--- config.mk ---
export PLATFORM = sky130hd
export DESIGN_NAME = bdvm_ctrl
export DESIGN_NICKNAME = d
export VERILOG_FILES = /design/src/rtl/bdvm_pkg.sv /design/src/rtl/bdvm_ctrl.sv
export SDC_FILE = /design/constraint.sdc
export NUM_CORES = 1
export LEC_CHECK = 0
export BUFFER_PORTS_ARGS = -buffer_cell sky130_fd_sc_hd__buf_2
export CELL_PAD_IN_SITES_DETAIL_PLACEMENT = 0
export CELL_PAD_IN_SITES_GLOBAL_PLACEMENT = 1
export CORE_AREA = 2 2 39 41
export DETAILED_ROUTE_END_ITERATION = 8
export DIE_AREA = 0 0 41 43
export HOLD_SLACK_MARGIN = 0.1
export PLACE_DENSITY = 0.71
export SLEW_MARGIN = 0
export SYNTH_ARGS = -nofsm -noshare
export SYNTH_HDL_FRONTEND = slang
export SYNTH_SLANG_ARGS = --single-unit
--- constraint.sdc ---
create_clock -name i_clk -period 0.98 [get_ports i_clk]
set_input_delay 0.147 -clock i_clk [delete_from_list [all_inputs] [get_ports i_clk]]
set_output_delay 0.147 -clock i_clk [all_outputs]
set_load 0.1 [all_outputs]
--- src/rtl/bdvm_pkg.sv ---
`timescale 1ns / 1ps
`default_nettype none
package bdvm_pkg;

    localparam int MAX_WIDTH    = 4096;
    localparam int MAX_SCALE    = 16;
    localparam int MAX_CHANNELS = 3;
    localparam int ROW_LIMIT    = 4096;

    localparam int SAMPLE_W = 16;
    localparam int COORD_W  = 12;
    localparam int SUM_W    = 24;
    localparam int CNT_W    = 9;
    localparam int NUM_W    = SUM_W + 1;
    localparam int DEPTH    = MAX_WIDTH * MAX_CHANNELS;
    localparam int ADDR_W   = $clog2(DEPTH);
    localparam int RECIP_W  = 17;

    localparam logic [2:0] CFG_SCALE   = 3'd0;
    localparam logic [2:0] CFG_SRC_W   = 3'd1;
    localparam logic [2:0] CFG_CROP_X  = 3'd2;
    localparam logic [2:0] CFG_CROP_Y  = 3'd3;
    localparam logic [2:0] CFG_OUT_W   = 3'd4;
    localparam logic [2:0] CFG_OUT_H   = 3'd5;
    localparam logic [2:0] CFG_CHAN    = 3'd6;
    localparam logic [2:0] CFG_INVALID = 3'd7;

    typedef enum logic [2:0] {
        ST_CLEAR, ST_IDLE, ST_MUL, ST_POS, ST_READ, ST_UPD, ST_DIV, ST_EMIT
    } t_state;

    typedef struct packed {
        logic accept;
        logic mul;
        logic pos;
        logic rd;
        logic upd;
        logic load;
        logic clr;
    } t_cmd;

    typedef struct packed {
        logic clr_done;
        logic hit;
        logic emit;
        logic div_done;
        logic out_free;
    } t_stat;

    // Rounded-up reciprocal of the scale in 16 fractional bits. For a 12-bit
    // column the product shifted down by 16 is the exact quotient.
    function automatic logic [RECIP_W-1:0] f_recip(input logic [4:0] s);
        logic [RECIP_W-1:0] r;
        case (s)
            5'd2:    r = 17'd32768;
            5'd3:    r = 17'd21846;
            5'd4:    r = 17'd16384;
            5'd5:    r = 17'd13108;
            5'd6:    r = 17'd10923;
            5'd7:    r = 17'd9363;
            5'd8:    r = 17'd8192;
            5'd9:    r = 17'd7282;
            5'd10:   r = 17'd6554;
            5'd11:   r = 17'd5958;
            5'd12:   r = 17'd5462;
            5'd13:   r = 17'd5042;
            5'd14:   r = 17'd4682;
            5'd15:   r = 17'd4370;
            5'd16:   r = 17'd4096;
            default: r = 17'd65536;
        endcase
        return r;
    endfunction

endpackage
`default_nettype wire

--- src/rtl/bdvm_ctrl.sv ---
`timescale 1ns / 1ps
`default_nettype none
module bdvm_ctrl
    import bdvm_pkg::*;
(
    input  wire logic  i_clk,
    input  wire logic  i_rst_n,
    input  wire logic  i_in_valid,
    output logic       o_in_ready,
    input  wire t_stat i_stat,
    output t_cmd       o_cmd
);

    t_state r_state, n_state;

    always_ff @(posedge i_clk) begin
        if (!i_rst_n) begin
            r_state <= ST_CLEAR;
        end else begin
            r_state <= n_state;
        end
    end

    always_comb begin
        n_state    = r_state;
        o_cmd      = '0;
        o_in_ready = 1'b0;
        case (r_state)
            ST_CLEAR: begin
                o_cmd.clr = 1'b1;
                if (i_stat.clr_done) begin
                    n_state = ST_IDLE;
                end
            end
            ST_IDLE: begin
                o_in_ready = 1'b1;
                if (i_in_valid) begin
                    o_cmd.accept = 1'b1;
                    n_state      = ST_MUL;
                end
            end
            ST_MUL: begin
                o_cmd.mul = 1'b1;
                n_state   = ST_POS;
            end
            ST_POS: begin
                o_cmd.pos = 1'b1;
                n_state   = ST_READ;
            end
            ST_READ: begin
                o_cmd.rd = 1'b1;
                n_state  = ST_UPD;
            end
            ST_UPD: begin
                o_cmd.upd = 1'b1;
                n_state   = (i_stat.hit && i_stat.emit) ? ST_DIV : ST_IDLE;
            end
            ST_DIV: begin
                if (i_stat.div_done) begin
                    n_state = ST_EMIT;
                end
            end
            ST_EMIT: begin
                if (i_stat.out_free) begin
                    o_cmd.load = 1'b1;
                    n_state    = ST_IDLE;
                end
            end
            default: n_state = ST_IDLE;
        endcase
    end

endmodule
`default_nettype wire

; ---- Word-level counts from Yosys, hierarchy flattened
; Cells that the tools add are included.
[classes]
n_reduce_logical = 3
eq_ne = 11
mux = 16
[ops]
columns = cell, n
row1 = 3-bit case mux with 8 select lines, 1
row2 = 3-bit 2-to-1 mux, 5
row3 = "3-bit equality test, second input constant", 4
row4 = 1-bit 2-to-1 mux, 10
row5 = "2-bit != test, second input constant", 4
row6 = "3-bit by 2-bit equality test with 1-bit output, second input constant", 2
row7 = 4-bit AND reduction, 1
row8 = "3-bit by 1-bit equality test with 1-bit output, second input constant", 1
row9 = 3-bit logical NOT, 1
row10 = 1-bit logical AND, 1
[word_totals]
regBits = 3
out_inout_bits = 8
input_bits = 8

; ---- Longest topological paths before layout
[logic_depth]
ltp_word = 3
depth_mapped = 4
depth_no_buf = 3

; ---- Least setup slack after synthesis
; No wires, ideal clock.
[synth_path]
path_kind = reg-to-output
startpoint = register r_state[1]
endpoint = output port o_cmd[5] (netlist bit)
slack_ps = -1933
required_time_ps = 833
arrival_ps = 2766
path_stages_with_launch = 3
path_buffers = 1
path_cell_list = dfxtp_1 buf_2 nor3b_1
[synth_lines]
columns = element, line_no
row1 = start: declaration, bdvm_ctrl.sv:14  ; t_state r_state, n_state;
row2 = start signal: assignment, bdvm_ctrl.sv:20  ; r_state <= n_state;
row3 = end: declaration, bdvm_ctrl.sv:11  ; output t_cmd o_cmd

; ---- Worst setup path in the final report
[layout_path]
startpoint = register r_state[1]
endpoint = register r_state[0]
[layout_via]
elab_chain_len = 3
word_cells_on_any_way = 14
classes_between = eq/ne: 11 / mux: 1 / reduce/logical: 2
[layout_lines]
columns = element, line_no
row1 = "3-bit equality test, or another cell as far along", bdvm_ctrl.sv:28  ; case (r_state)
row2 = 2-bit != test (no line), n/a
row3 = 4-bit AND reduction (no line), n/a
; Parallel ways exist; a longest one is shown, timed or not.
; A chain may end at the register's enable or synchronous reset.

==> flow_summary.json <==
{
  "hp-class": "primary input to register",
  "clock-skew-final_ps": 6.47,
  "powerDensity_nw_per_um2": 1190,
  "clkTransAtPathRegs_ps": 40,
  "power_mw": 0.896,
  "worstSetupStartpoint": "r_state[1]",
  "fmax_mhz": 773,
  "area_delta_synth_final_pct": 189,
  "violations": "negative setup slack",
  "reg2reg_depth": 5,
  "required_ps": 1100,
  "peakVddDrop_mv": 0.827,
  "dp_hpwl_um": 666,
  "syn-mean-instance-area_um2": 7.26,
  "slew_headroom": 0.743,
  "portBuffers": 15,
  "cp.arrival_ps": 1420,
  "setup-tns-final_ps": -3050,
  "syn_area_um2": 262,
  "setup_viol": 11,
  "synth_xor_area_frac": 0,
  "min_period_ps": 1290,
  "final_core_util": 0.545,
  "cap_viol_max_count": 0,
  "timing.final.crit_share": 1.32,
  "yosysSeqAreaShare": 0.230,
  "yosysTopAreaCellShare": 0.230,
  "ant_nets": 0,
  "cts_sinks": 3,
  "final_nets": 74,
  "cts.htree.levels": 1,
  "yosysMostFrequentCell": "nand2_1",
  "wirelength_mm": 1.05,
  "muxShareOfSynthArea": 0.0383,
  "drive_above_1_share": 0.785,
  "hold_buffers": 0,
  "grt_max_degree": 12,
  "top_register": "r_state",
  "largestRegisters": "r_state (3)",
  "synth-seq-cells": 3,
  "layout_setup_ws_ps": -314,
  "hp-start": "i_rst_n",
  "endpoint_kind": "register",
  "synth_top_cell_by_area": "dfxtp_1",
  "initial_core_util": 0.189,
  "fp.dieH_um": 43,
  "min_path_cells": 3,
  "ys_warn_count": 0,
  "first_pass_iters": 2,
  "synth_nets": 44,
  "r2r_setup_slack_ps": -310,
  "worstHoldEndpoint": "r_state[2]",
  "crit_type": "register to register",
  "grt_antenna_before_repair": 0,
  "slew_violations": 0,
  "whs_ps": 206,
  "synthArstFlopShare": 0,
  "rsz0062_at_grt": "true",
  "worst_pin_slew_ps": 382,
  "largest_reg_flops": 3,
  "cts_tree": "done",
  "ys_types": 20,
  "status": "finished, violations left",
  "grt_pass1_wl_mm": 1.63,
  "grt_pass1_vias": 397,
  "dieArea_um2": 1760,
  "drt_iter0_drc": 5,
  "cp_max_fo": 6,
  "clk_latency_ps": 240,
  "die_w_um": 41,
  "synth_edf_count": 0,
  "ios": 16,
  "synth-compound-area-share": 0.234,
  "core-area_um2": 1380,
  "leakagePower_nw": 0.296,
  "synthFlopType": "dfxtp_1",
  "synthAdderAreaFrac": 0,
  "r2r_end": "r_state[0]",
  "netlist_instances": 36,
  "synthTopCellsByCount": "nand2_1 (4), dfxtp_1 (3), nor2_1 (3), nor3_1 (3), nor3b_1 (3)",
  "synthTopCellsByArea": "dfxtp_1 (23%), nor3b_1 (8.6%), nor3_1 (5.7%)",
  "drc": 0,
  "via_count": 385,
  "yosys.area_share.simple": 0.392,
  "placed_cell_area_um2": 634,
  "r2r-start": "r_state[1]",
  "wire_per_inst_um": 12.9,
  "design_area_um2": 754,
  "final_hold_viol_count": 0,
  "setup.worst_path.start_class": "register",
  "grt_overflow_total": 0,
  "place_congestion": 0.772,
  "viasPerCell": 4.75,
  "grt_usage": 0.141,
  "num_rows": 14,
  "num_antenna_cells": 0,
  "clockBufferDepth": 2,
  "cts_root_buffer": "clkbuf_4",
  "cts_made_buffers": 3,
  "synth_top_family_by_area": "simple AND/OR/NAND/NOR gates"
}
## cell usage in the layout, fill, tap and decap left out, types with 2 or more instances in the layout
cell / Yosys / routed
dfxtp_4: 0 / 3
o21ai_1: 2 / 2
buf_6: 0 / 3
nand2_1: 4 / 3
buf_2: 1 / 7
nor3_4: 0 / 2
a21oi_2: 0 / 2
buf_12: 0 / 10
buf_4: 2 / 8
nor3b_4: 0 / 3
clkbuf_4: 0 / 3
nor2_4: 0 / 3
## cell type report
class | instances | area [µm²]
flip-flops and latches | 3 | 71.3
repair buffers | 28 | 329
inverters | 2 | 7.51
fillers | 126 | 629
clock buffers | 4 | 26.3
well taps | 16 | 20.0
multi-input cells | 28 | 300
## worst max path at each step
stage / end / slack [ps] / depth (start not counted)
CTS: o_cmd[3] / -320 / 3
detailed placement: r_state[1] / -110 / 3
global route: r_state[0] / -380 / 5
global placement: r_state[1] / -120 / 3
finish: r_state[0] / -310 / 5
floorplan: o_cmd[2] / -520 / 2
## where the power goes
group	total [mW]	leakage, nW	switching (mW)	internal [mW]
clock	0.222	0.0150	0.0692	0.153
combinational	0.518	0.254	0.289	0.229
sequential	0.156	0.0267	0.0244	0.131
total	0.896	0.296	0.382	0.513
## metal layers
metal / routed length, µm / up-vias / share of wire / track usage
met5: 0 / - / 0 / 0
met4: 0 / 0 / 0 / 0.0600
met3: 54 / 0 / 0.052 / 0.0628
met2: 608 / 13 / 0.58 / 0.231
met1: 384 / 183 / 0.37 / 0.145
li1: - / 189 / - / -
## repair_timing
item	CTS	global route
setup buffers	5	0
endpoints found under the setup margin	11	11
hold endpoints to repair	0	0
pin swaps	4	4
resized for setup	7	6
## critical path, stage by stage, from the launching register on
cell and delay [ps]:
dfxtp_4 370, buf_4 140, buf_12 120, o31ai_4 180
a21oi_2 50, nor4_2 300
## cell families after synthesis
| kind of cell | Yosys count |
|---|---|
| AND/OR/NAND/NOR | 19 |
| flip-flops | 3 |
| multiplexers | 1 |
| AO/OA/AOI/OAI | 8 |
| buffers and inverters | 5 |
## stage by stage
stage / worst slack [ps] / cells
after floorplan: -519 / 36
after global placement: -119 / 72
after detailed placement: -111 / 72
after CTS: -321 / 81
after global routing: -377 / 81
final: -314 / 81
(Power assumes the default switching activity.)
